<file path="config.mk">
export PLATFORM = sky130hd
export DESIGN_NAME = minmax_normalizer_unit_flat
export DESIGN_NICKNAME = d
export VERILOG_FILES = /design/src/sv/mmn_pkg.sv /design/src/sv/mmn_in_if.sv /design/src/sv/mmn_out_if.sv /design/src/sv/mmn_cfg_if.sv /design/src/sv/mmn_cfg_regs.sv /design/src/sv/mmn_divider.sv /design/src/sv/minmax_normalizer_unit.sv /design/src/flat_wrapper.sv
export SDC_FILE = /design/constraint.sdc
export NUM_CORES = 1
export LEC_CHECK = 0
export ABC_CLOCK_PERIOD_IN_PS = 7870
export BUFFER_PORTS_ARGS = -buffer_cell sky130_fd_sc_hd__buf_2
export CORE_UTILIZATION = 40
export DETAILED_ROUTE_END_ITERATION = 10
export PLACE_DENSITY_LB_ADDON = 0.3
export SYNTH_ARGS = -nofsm -noshare
export SYNTH_HDL_FRONTEND = slang
export SYNTH_SLANG_ARGS = --single-unit
</file>
<file path="constraint.sdc">
create_clock -name clk -period 7.87 [get_ports clk]
set_input_delay 0.787 -clock clk [delete_from_list [all_inputs] [get_ports clk]]
set_output_delay 0.787 -clock clk [all_outputs]
set_load 0.01 [all_outputs]
</file>
<file path="src/sv/mmn_pkg.sv">
// Shared types, constants and codes for the min/max normalizer.
`timescale 1ns / 1ps
package mmn_pkg;

  localparam int SAMPLE_BITS    = 32;
  localparam int FRACTION_BITS  = 16;
  localparam int VALUE_BITS     = FRACTION_BITS + 2;
  localparam int WIDE_BITS      = SAMPLE_BITS + 1;
  localparam int QUO_BITS       = FRACTION_BITS + 2;
  localparam int CNT_BITS       = $clog2(FRACTION_BITS + 2);
  localparam int STATUS_BITS    = 2;
  localparam int MODE_BITS      = 3;
  localparam int CFG_INDEX_BITS = 2;

  localparam logic signed [VALUE_BITS-1:0] ONE_Q       = {2'b01, {FRACTION_BITS{1'b0}}};
  localparam logic signed [VALUE_BITS-1:0] MINUS_ONE_Q = {2'b11, {FRACTION_BITS{1'b0}}};
  localparam logic signed [VALUE_BITS-1:0] ZERO_Q      = '0;

  localparam logic signed [SAMPLE_BITS-1:0] RANGE_HIGH_RESET =
    {{(SAMPLE_BITS-FRACTION_BITS-1){1'b0}}, 1'b1, {FRACTION_BITS{1'b0}}};

  typedef enum logic [MODE_BITS-1:0] {
    MODE_LIN_FIXED = 3'd0,
    MODE_LIN_AUTO  = 3'd1,
    MODE_BI_FIXED  = 3'd2,
    MODE_BI_AUTO   = 3'd3,
    MODE_UNI_FIXED = 3'd4,
    MODE_UNI_AUTO  = 3'd5
  } mode_t;

  typedef enum logic [STATUS_BITS-1:0] {
    STAT_OK       = 2'd0,
    STAT_ZERO_W   = 2'd1,
    STAT_NO_MEAS  = 2'd2
  } status_t;

  typedef enum logic [CFG_INDEX_BITS-1:0] {
    REG_MODE       = 2'd0,
    REG_RANGE_LOW  = 2'd1,
    REG_RANGE_HIGH = 2'd2,
    REG_THRESHOLD  = 2'd3
  } reg_index_t;

  localparam logic KIND_MEASURE   = 1'b0;
  localparam logic KIND_NORMALIZE = 1'b1;

  typedef struct packed {
    mode_t                          mode;
    logic signed [SAMPLE_BITS-1:0]  range_low;
    logic signed [SAMPLE_BITS-1:0]  range_high;
    logic signed [SAMPLE_BITS-1:0]  fixed_threshold;
  } cfg_t;

  typedef struct packed {
    logic start;
    logic long_n;
  } div_req_t;

  typedef struct packed {
    logic done;
    logic zero;
  } div_rsp_t;

  typedef enum logic [1:0] {
    S_IDLE,
    S_PREP,
    S_DIV,
    S_OUT
  } top_state_t;

  typedef enum logic [2:0] {
    D_IDLE,
    D_NORM,
    D_RANGE,
    D_STEP,
    D_DONE
  } div_state_t;

endpackage

</file>
<file path="src/sv/mmn_in_if.sv">
// Input sample channel: kind, restart flag and sample.
`timescale 1ns / 1ps
interface mmn_in_if;
  import mmn_pkg::*;
  logic                          valid;
  logic                          ready;
  logic                          kind;
  logic                          restart;
  logic signed [SAMPLE_BITS-1:0] sample;

  modport source (output valid, output kind, output restart, output sample, input ready);
  modport sink   (input valid, input kind, input restart, input sample, output ready);
endinterface

</file>
<file path="src/sv/mmn_out_if.sv">
// Result channel: normalized value and status.
`timescale 1ns / 1ps
interface mmn_out_if;
  import mmn_pkg::*;
  logic                         valid;
  logic                         ready;
  logic signed [VALUE_BITS-1:0] value;
  logic [STATUS_BITS-1:0]       status;

  modport source (output valid, output value, output status, input ready);
  modport sink   (input valid, input value, input status, output ready);
endinterface

</file>
<file path="src/sv/mmn_cfg_if.sv">
// Configuration write channel: register index and write data.
`timescale 1ns / 1ps
interface mmn_cfg_if;
  import mmn_pkg::*;
  logic                      valid;
  logic                      ready;
  logic [CFG_INDEX_BITS-1:0] index;
  logic [SAMPLE_BITS-1:0]    data;

  modport source (output valid, output index, output data, input ready);
  modport sink   (input valid, input index, input data, output ready);
endinterface

</file>
<file path="src/sv/mmn_cfg_regs.sv">
// Configuration register file for the normalizer.
`timescale 1ns / 1ps
module mmn_cfg_regs (
  input  logic         clk,
  input  logic         rst,
  mmn_cfg_if.sink      cfg,
  output mmn_pkg::cfg_t regs
);
  import mmn_pkg::*;

  assign cfg.ready = 1'b1;

  always_ff @(posedge clk) begin
    if (rst) begin
      regs.mode            <= MODE_LIN_FIXED;
      regs.range_low       <= '0;
      regs.range_high      <= RANGE_HIGH_RESET;
      regs.fixed_threshold <= '0;
    end else if (cfg.valid) begin
      unique case (reg_index_t'(cfg.index))
        REG_MODE:       regs.mode            <= mode_t'(cfg.data[MODE_BITS-1:0]);
        REG_RANGE_LOW:  regs.range_low       <= cfg.data;
        REG_RANGE_HIGH: regs.range_high      <= cfg.data;
        REG_THRESHOLD:  regs.fixed_threshold <= cfg.data;
        default: ;
      endcase
    end
  end

endmodule

</file>
<file path="src/sv/mmn_divider.sv">
// Restoring radix-2 divider giving a clipped fractional ratio num/den.
`timescale 1ns / 1ps
module mmn_divider (
  input  logic                                   clk,
  input  logic                                   rst,
  input  mmn_pkg::div_req_t                      req,
  input  logic signed [mmn_pkg::WIDE_BITS-1:0]   num,
  input  logic signed [mmn_pkg::WIDE_BITS-1:0]   den,
  output mmn_pkg::div_rsp_t                      rsp,
  output logic [mmn_pkg::QUO_BITS-1:0]           quo
);
  import mmn_pkg::*;

  div_state_t                  state;
  div_state_t                  state_next;
  logic signed [WIDE_BITS-1:0] a_reg;
  logic signed [WIDE_BITS-1:0] d_reg;
  logic [SAMPLE_BITS-1:0]      rem;
  logic [SAMPLE_BITS-1:0]      dvs;
  logic [CNT_BITS-1:0]         cnt;
  logic                        long_n;
  logic                        zero;
  logic [CNT_BITS-1:0]         steps;
  logic [SAMPLE_BITS:0]        shifted;
  logic                        fits;

  assign steps   = long_n ? CNT_BITS'(FRACTION_BITS + 1) : CNT_BITS'(FRACTION_BITS);
  assign shifted = {rem, 1'b0};
  assign fits    = shifted >= {1'b0, dvs};

  always_comb begin
    state_next = state;
    unique case (state)
      D_IDLE:  if (req.start) state_next = D_NORM;
      D_NORM:  state_next = (d_reg == '0) ? D_DONE : D_RANGE;
      D_RANGE: begin
        if (a_reg < 0 || a_reg >= d_reg) state_next = D_DONE;
        else                             state_next = D_STEP;
      end
      D_STEP:  if (cnt == CNT_BITS'(1)) state_next = D_DONE;
      D_DONE:  state_next = D_IDLE;
      default: state_next = D_IDLE;
    endcase
  end

  always_comb begin
    rsp.done = (state == D_DONE);
    rsp.zero = zero;
  end

  always_ff @(posedge clk) begin
    if (rst) state <= D_IDLE;
    else     state <= state_next;
  end

  always_ff @(posedge clk) begin
    unique case (state)
      D_IDLE: begin
        a_reg  <= num;
        d_reg  <= den;
        long_n <= req.long_n;
        zero   <= 1'b0;
      end
      D_NORM: begin
        // flip both signs so the divisor is positive
        if (d_reg == '0) begin
          zero <= 1'b1;
          quo  <= '0;
        end else if (d_reg < 0) begin
          a_reg <= -a_reg;
          d_reg <= -d_reg;
        end
      end
      D_RANGE: begin
        if (a_reg < 0) begin
          quo <= '0;
        end else if (a_reg >= d_reg) begin
          quo <= QUO_BITS'(1) << steps;
        end else begin
          rem <= a_reg[SAMPLE_BITS-1:0];
          dvs <= d_reg[SAMPLE_BITS-1:0];
          quo <= '0;
          cnt <= steps;
        end
      end
      D_STEP: begin
        if (fits) rem <= SAMPLE_BITS'(shifted - {1'b0, dvs});
        else      rem <= shifted[SAMPLE_BITS-1:0];
        quo <= {quo[QUO_BITS-2:0], fits};
        cnt <= cnt - CNT_BITS'(1);
      end
      default: ;
    endcase
  end

endmodule

</file>
<file path="src/sv/minmax_normalizer_unit.sv">
// Top level of the min/max normalizer: sequencer, min/max tracking and result register.
//
//   channel   role   fields                      accepted when
//   cfg       sink   index[1:0], data[31:0]      cfg.valid && cfg.ready
//   samples   sink   kind, restart, sample[31:0] samples.valid && samples.ready
//   results   source value[17:0], status[1:0]  results.valid && results.ready
//
// A measure word is folded into min/max at acceptance.
// Threshold modes, unused modes and auto modes with nothing measured skip the divider.
// Linear modes run the shared radix-2 divider for 16 or 17 quotient bits;
// a zero-width range ends it after the sign step and a ratio outside [0, 1) after the range check.
// Reset is synchronous and active high; it clears min/max and the configuration registers.
// A stall on results holds the finished word; the next sample is taken once it is loaded.
`timescale 1ns / 1ps
module minmax_normalizer_unit (
  input  logic      clk,
  input  logic      rst,
  mmn_cfg_if.sink   cfg,
  mmn_in_if.sink    samples,
  mmn_out_if.source results
);
  import mmn_pkg::*;

  cfg_t                          regs;
  top_state_t                    state;
  top_state_t                    state_next;
  logic signed [SAMPLE_BITS-1:0] min_seen;
  logic signed [SAMPLE_BITS-1:0] max_seen;
  logic                          have_sample;
  logic signed [SAMPLE_BITS-1:0] item_x;
  logic signed [VALUE_BITS-1:0]  res_value;
  logic [STATUS_BITS-1:0]        res_status;
  logic                          out_valid;
  logic signed [VALUE_BITS-1:0]  out_value;
  logic [STATUS_BITS-1:0]        out_status;

  div_req_t                      div_req;
  div_rsp_t                      div_rsp;
  logic signed [WIDE_BITS-1:0]   div_num;
  logic signed [WIDE_BITS-1:0]   div_den;
  logic [QUO_BITS-1:0]           div_quo;

  logic                          in_fire;
  logic                          out_free;
  logic                          is_linear;
  logic signed [WIDE_BITS-1:0]   mid_sum;
  logic signed [SAMPLE_BITS-1:0] auto_thr;
  logic signed [SAMPLE_BITS-1:0] thr;
  logic                          below;

  mmn_cfg_regs u_regs (
    .clk  (clk),
    .rst  (rst),
    .cfg  (cfg),
    .regs (regs)
  );

  mmn_divider u_div (
    .clk (clk),
    .rst (rst),
    .req (div_req),
    .num (div_num),
    .den (div_den),
    .rsp (div_rsp),
    .quo (div_quo)
  );

  assign in_fire  = samples.valid && samples.ready;
  assign out_free = !out_valid || results.ready;

  // floor((min+max)/2) is an arithmetic shift of the widened sum
  assign mid_sum  = WIDE_BITS'(min_seen) + WIDE_BITS'(max_seen);
  assign auto_thr = mid_sum[WIDE_BITS-1:1];
  assign thr      = (regs.mode == MODE_BI_FIXED || regs.mode == MODE_UNI_FIXED)
                    ? regs.fixed_threshold : auto_thr;
  assign below    = item_x < thr;

  assign is_linear = (regs.mode == MODE_LIN_FIXED) ||
                     (regs.mode == MODE_LIN_AUTO && have_sample);

  always_comb begin
    if (regs.mode == MODE_LIN_FIXED) begin
      div_num = WIDE_BITS'(item_x) - WIDE_BITS'(regs.range_low);
      div_den = WIDE_BITS'(regs.range_high) - WIDE_BITS'(regs.range_low);
    end else begin
      div_num = WIDE_BITS'(item_x) - WIDE_BITS'(min_seen);
      div_den = WIDE_BITS'(max_seen) - WIDE_BITS'(min_seen);
    end
  end

  always_comb begin
    state_next = state;
    unique case (state)
      S_IDLE: if (in_fire && samples.kind == KIND_NORMALIZE) state_next = S_PREP;
      S_PREP: state_next = is_linear ? S_DIV : S_OUT;
      S_DIV:  if (div_rsp.done) state_next = S_OUT;
      S_OUT:  if (out_free) state_next = S_IDLE;
      default: state_next = S_IDLE;
    endcase
  end

  always_comb begin
    samples.ready  = (state == S_IDLE);
    div_req.start  = (state == S_PREP) && is_linear;
    div_req.long_n = (regs.mode == MODE_LIN_FIXED);
  end

  assign results.valid  = out_valid;
  assign results.value  = out_value;
  assign results.status = out_status;

  always_ff @(posedge clk) begin
    if (rst) state <= S_IDLE;
    else     state <= state_next;
  end

  // min/max tracking on measure words
  always_ff @(posedge clk) begin
    if (rst) begin
      min_seen    <= '0;
      max_seen    <= '0;
      have_sample <= 1'b0;
    end else if (in_fire && samples.kind == KIND_MEASURE) begin
      if (!have_sample || samples.restart) begin
        min_seen <= samples.sample;
        max_seen <= samples.sample;
      end else begin
        if (samples.sample < min_seen) min_seen <= samples.sample;
        if (samples.sample > max_seen) max_seen <= samples.sample;
      end
      have_sample <= 1'b1;
    end
  end

  always_ff @(posedge clk) begin
    if (in_fire) item_x <= samples.sample;
  end

  always_ff @(posedge clk) begin
    if (state == S_PREP) begin
      res_status <= STAT_OK;
      res_value  <= ZERO_Q;
      unique case (regs.mode) inside
        MODE_LIN_AUTO: begin
          if (!have_sample) res_status <= STAT_NO_MEAS;
        end
        MODE_BI_FIXED, MODE_BI_AUTO: begin
          if (regs.mode == MODE_BI_AUTO && !have_sample) res_status <= STAT_NO_MEAS;
          else res_value <= below ? MINUS_ONE_Q : ONE_Q;
        end
        MODE_UNI_FIXED, MODE_UNI_AUTO: begin
          if (regs.mode == MODE_UNI_AUTO && !have_sample) res_status <= STAT_NO_MEAS;
          else res_value <= below ? ZERO_Q : ONE_Q;
        end
        default: ;
      endcase
    end else if (state == S_DIV && div_rsp.done) begin
      if (div_rsp.zero) begin
        res_status <= STAT_ZERO_W;
        res_value  <= ZERO_Q;
      end else if (regs.mode == MODE_LIN_FIXED) begin
        // map [0,2] to [-1,1]
        res_status <= STAT_OK;
        res_value  <= VALUE_BITS'(div_quo) - ONE_Q;
      end else begin
        res_status <= STAT_OK;
        res_value  <= VALUE_BITS'(div_quo);
      end
    end
  end

  always_ff @(posedge clk) begin
    if (rst) begin
      out_valid <= 1'b0;
    end else if (state == S_OUT && out_free) begin
      out_valid <= 1'b1;
    end else if (results.ready) begin
      out_valid <= 1'b0;
    end
  end

  always_ff @(posedge clk) begin
    if (state == S_OUT && out_free) begin
      out_value  <= res_value;
      out_status <= res_status;
    end
  end

endmodule

</file>
<file path="src/flat_wrapper.sv">
// flat-port wrapper written by rule: the top's interface ports become plain ports
module minmax_normalizer_unit_flat import mmn_pkg::*;
  (clk, rst, cfg_valid, cfg_index, cfg_data, cfg_ready, samples_valid, samples_kind, samples_restart, samples_sample, samples_ready, results_valid, results_value, results_status, results_ready);
  mmn_cfg_if cfg_i ();
  mmn_in_if samples_i ();
  mmn_out_if results_i ();
  input  logic clk;
  input  logic rst;
  input wire logic [$bits(cfg_i.valid)-1:0] cfg_valid;
  input wire logic [$bits(cfg_i.index)-1:0] cfg_index;
  input wire logic [$bits(cfg_i.data)-1:0] cfg_data;
  output wire logic [$bits(cfg_i.ready)-1:0] cfg_ready;
  input wire logic [$bits(samples_i.valid)-1:0] samples_valid;
  input wire logic [$bits(samples_i.kind)-1:0] samples_kind;
  input wire logic [$bits(samples_i.restart)-1:0] samples_restart;
  input wire logic [$bits(samples_i.sample)-1:0] samples_sample;
  output wire logic [$bits(samples_i.ready)-1:0] samples_ready;
  output wire logic [$bits(results_i.valid)-1:0] results_valid;
  output wire logic [$bits(results_i.value)-1:0] results_value;
  output wire logic [$bits(results_i.status)-1:0] results_status;
  input wire logic [$bits(results_i.ready)-1:0] results_ready;
  assign cfg_i.valid = cfg_valid;
  assign cfg_i.index = cfg_index;
  assign cfg_i.data = cfg_data;
  assign cfg_ready = cfg_i.ready;
  assign samples_i.valid = samples_valid;
  assign samples_i.kind = samples_kind;
  assign samples_i.restart = samples_restart;
  assign samples_i.sample = samples_sample;
  assign samples_ready = samples_i.ready;
  assign results_valid = results_i.valid;
  assign results_value = results_i.value;
  assign results_status = results_i.status;
  assign results_i.ready = results_ready;
  minmax_normalizer_unit u_core (.clk(clk), .rst(rst), .cfg(cfg_i), .samples(samples_i), .results(results_i));
endmodule
</file>
==> impl_metrics.xml <==
<?xml version="1.0" encoding="UTF-8"?>
<metrics>
  <group name="outcome">
    <metric name="status" unit="">complete, no violations</metric>
  </group>
  <group name="grt">
    <metric name="antenna_found_initial" unit="">0</metric>
    <metric name="first_global_vias" unit="">21440</metric>
    <metric name="global_route_wire_length_before_repair" unit="um">121100</metric>
    <metric name="grt_max_degree" unit="">118</metric>
    <metric name="grt.total_usage" unit="%">21.96</metric>
    <metric name="gr-total-overflow" unit="">0</metric>
  </group>
  <group name="cts">
    <metric name="clock_latency" unit="ps">600</metric>
    <metric name="h-tree-depth" unit="">2</metric>
    <metric name="ctsHoldBuffers" unit="">0</metric>
    <metric name="post_cts.resized_instances" unit="">0</metric>
    <metric name="cts_buffer_depth" unit="">3</metric>
    <metric name="tritoncts" unit="">yes</metric>
    <metric name="clock_buffers_created_by_tritoncts" unit="">46</metric>
    <metric name="number_of_sinks_on_the_clock_net" unit="">397</metric>
    <metric name="cts.repair_timing.setup_buffer_count" unit="">0</metric>
    <metric name="cts.clk_slew.worst_paths" unit="ps">60</metric>
    <metric name="clockRootBuffer" unit="">sky130_fd_sc_hd__clkbuf_16</metric>
  </group>
  <group name="placed_design">
    <metric name="finalWeightedCongestion" unit="">0.9338</metric>
    <metric name="detailedPlacementHpwl" unit="um">60320</metric>
    <metric name="port_buffers" unit="">94</metric>
  </group>
  <group name="synth">
    <metric name="postSynth.asyncResetShare" unit="%">0</metric>
    <metric name="synth_top_flop_cell" unit="">sky130_fd_sc_hd__edfxtp_1</metric>
    <metric name="post_synth.cell_area_avg" unit="sq um">8.886</metric>
    <metric name="number_of_standard_cells_after_synthesis" unit="">3122</metric>
    <metric name="postSynthRegisterBits" unit="">397</metric>
    <metric name="postSynthNetCount" unit="">3496</metric>
    <metric name="yosys_warnings" unit="">0</metric>
    <metric name="synth_enable_flop_cells" unit="">227</metric>
    <metric name="mappedNetlistArea" unit="sq um">27740</metric>
    <metric name="yosys.cell_types.count" unit="">94</metric>
    <metric name="synth-seq-area-share" unit="%">36.84</metric>
  </group>
  <group name="sta">
    <metric name="final-hold-violation-count" unit="">0</metric>
    <metric name="peak_clock_frequency_supported_by_timing" unit="GHz">0.1556</metric>
    <metric name="finClkSkew" unit="ps">21.61</metric>
    <metric name="timing.setup.tns" unit="ps">0</metric>
    <metric name="grt_setup_unrepaired" unit="">false</metric>
    <metric name="max_slew_margin" unit="%">21.72</metric>
    <metric name="worstMarginPinSlew" unit="ps">1172</metric>
    <metric name="setup_violations" unit="">0</metric>
    <metric name="period_share" unit="%">81.66</metric>
    <metric name="period_needed" unit="ps">6426</metric>
    <metric name="timing_max_transition_violations_final" unit="">0</metric>
  </group>
  <group name="die">
    <metric name="core_area" unit="sq um">68590</metric>
    <metric name="floorplan.die.width" unit="um">265.4</metric>
    <metric name="fp.dieArea" unit="sq um">70410</metric>
    <metric name="pin_count" unit="">96</metric>
    <metric name="placementRows" unit="">96</metric>
    <metric name="start_util" unit="%">40.45</metric>
    <metric name="die-height" unit="um">265.4</metric>
  </group>
  <group name="layout">
    <metric name="num_antenna_cells" unit="">0</metric>
    <metric name="largest_register_ffs" unit="">99</metric>
    <metric name="layout_commonest_cell" unit="">sky130_fd_sc_hd__nand2_1</metric>
    <metric name="drive_above_1_share" unit="%">7.704</metric>
    <metric name="fin_nets" unit="">3542</metric>
    <metric name="layout_common_cells" unit="">337 x sky130_fd_sc_hd__nand2_1, 327 x sky130_fd_sc_hd__a21oi_1, 296 x sky130_fd_sc_hd__ha_1</metric>
    <metric name="area.growth.synth_to_final" unit="%">10.83</metric>
    <metric name="layout.filler_cells" unit="">6709</metric>
  </group>
  <group name="job">
    <metric name="cap_viol_max_count" unit="">0</metric>
  </group>
  <group name="power">
    <metric name="p_total" unit="W">0.009293</metric>
    <metric name="power_density" unit="nW/um^2">302.2</metric>
    <metric name="ir_worst_vdd" unit="mV">0.1841</metric>
    <metric name="static-leakage-power" unit="nW">12.47</metric>
  </group>
  <group name="routing">
    <metric name="routed_wire_length_per_instance" unit="um">18.77</metric>
    <metric name="first_drt_iteration_drcs" unit="">1605</metric>
    <metric name="detail_route.wirelength" unit="um">77670</metric>
    <metric name="wl_met1" unit="um">36720</metric>
    <metric name="wl_met2" unit="um">33360</metric>
    <metric name="via_count" unit="">22321</metric>
    <metric name="drt_drc_violations_left" unit="">0</metric>
    <metric name="antenna_left" unit="">0</metric>
    <metric name="detailroute.wirelength.met3" unit="um">4370</metric>
    <metric name="highest-signal-layer" unit="">met4</metric>
    <metric name="drt_pre_antenna_iters" unit="">5</metric>
    <metric name="viasPerCell" unit="">5.395</metric>
  </group>
  <group name="worst_setup_path">
    <metric name="critical_path_peak_fanout" unit="">5</metric>
    <metric name="worst_ep_required_time" unit="ps">8210</metric>
    <metric name="r2r_slack" unit="ps">1440</metric>
    <metric name="critical_path_class" unit="">reg2reg</metric>
    <metric name="cp.arrival" unit="ps">6770</metric>
    <metric name="end_kind" unit="">flip-flop</metric>
    <metric name="timing.critical_path.from_type" unit="">flip-flop</metric>
  </group>
  <group name="hold_path">
    <metric name="holdCritPathClass" unit="">reg2reg</metric>
  </group>
</metrics>
-- metrics by stage --
step	hold WS, ps	utilization [%]	cells	worst slack (ps)	instance area, sq um
floorplan	400.3	-	3122	1988	27740
global placement	402.1	42.49	4051	1541	29140
detailed placement	406.5	42.49	4051	1433	29140
CTS	398.3	44.83	4137	1415	30750
global route	417.1	44.83	4137	931.7	30750
finish	416.7	44.83	4137	1444	30750
-- power by group --
| group | internal, W | leakage [nW] | total, W | switching (W) |
|---|---|---|---|---|
| Combinational | 0.00151 | 8.12 | 0.00382 | 0.00231 |
| Clock | 0.00133 | 0.785 | 0.00226 | 0.000927 |
| Sequential | 0.00282 | 3.56 | 0.00322 | 0.000400 |
-- cell type report --
type | instances | area (sq um) | area share, %
Sequential cell | 397 | 10220 | 33.24
Multi-Input combinational cell | 2373 | 16210 | 52.72
Inverter | 227 | 852.1 | 2.771
Timing Repair Buffer | 123 | 694.4 | 2.258
Tap cell | 931 | 1165 | 3.789
Clock inverter | 27 | 290.3 | 0.9441
Clock buffer | 59 | 1315 | 4.277
-- critical path: stages (launching register included) --
cell and delay [ps]:
sky130_fd_sc_hd__dfxtp_1 400, sky130_fd_sc_hd__ha_1 200, sky130_fd_sc_hd__inv_1 50, sky130_fd_sc_hd__fa_1 400
sky130_fd_sc_hd__o21bai_1 160, sky130_fd_sc_hd__a21oi_1 130, sky130_fd_sc_hd__o211ai_1 280, sky130_fd_sc_hd__a211oi_1 200
sky130_fd_sc_hd__o31ai_1 740, sky130_fd_sc_hd__nor4b_1 420, sky130_fd_sc_hd__o31ai_1 200, sky130_fd_sc_hd__o41ai_2 330
sky130_fd_sc_hd__nand2_1 100, sky130_fd_sc_hd__a221oi_1 270, sky130_fd_sc_hd__ha_1 330, sky130_fd_sc_hd__nand4_1 110
sky130_fd_sc_hd__nor2_1 60, sky130_fd_sc_hd__and3_1 190, sky130_fd_sc_hd__nand4_1 120, sky130_fd_sc_hd__nor3_1 90
sky130_fd_sc_hd__a221oi_1 290, sky130_fd_sc_hd__nand3_1 100, sky130_fd_sc_hd__nor3_1 270, sky130_fd_sc_hd__mux2_2 420
sky130_fd_sc_hd__a221o_1 310
-- layer usage --
metal  GRT usage [%]  up-vias
met4           8.749        0
met1           30.92    10448
li1                -    11243
met5               0        -
met3           2.953      114
met2           33.90      516
-- cell families after synthesis --
logic type	share of synthesized area [%]
XOR/XNOR	5.525
other	0.01352
flip-flops	36.84
adder cells (fa/ha/maj)	13.71
buffers and inverters	4.916
AO/OA/AOI/OAI	18.23
multiplexers	4.803
AND/OR/NAND/NOR	15.96
-- final timing paths --
check | end | start | depth (start not counted)
max | u_core.res_value[16] | u_core.min_seen[0] | 24
min | u_core.results.value[10] | u_core.res_value[10] | 0
max reg2reg | u_core.res_value[16] | u_core.min_seen[0] | 24
min reg2reg | u_core.results.value[10] | u_core.res_value[10] | 0
-- cell usage after synthesis, drive strengths merged, types with 19 or more instances --
cell / count / area [sq um]
nor2b: 47 / 294.0
or3: 27 / 178.9
o31ai: 29 / 217.7
nand4: 35 / 219.0
nor2: 251 / 947.2
mux2i: 132 / 1321
clkbuf: 107 / 401.6
nand2: 339 / 1272
inv: 226 / 848.3
o21ai: 160 / 808.3
a211oi: 34 / 267.8
xor2: 48 / 420.4
and2: 24 / 150.1
xnor2: 127 / 1112
o21bai: 27 / 202.7
nand3: 42 / 210.2
and3: 35 / 221.5
ha: 296 / 3704
nor3: 56 / 285.3
a21oi: 330 / 1655
edfxtp: 227 / 6817
o21a: 22 / 172.7
dfxtp: 170 / 3403
nand2b: 38 / 245.2
a21o: 79 / 594.3
nor4: 19 / 125.1
(Power assumes the default switching activity.)
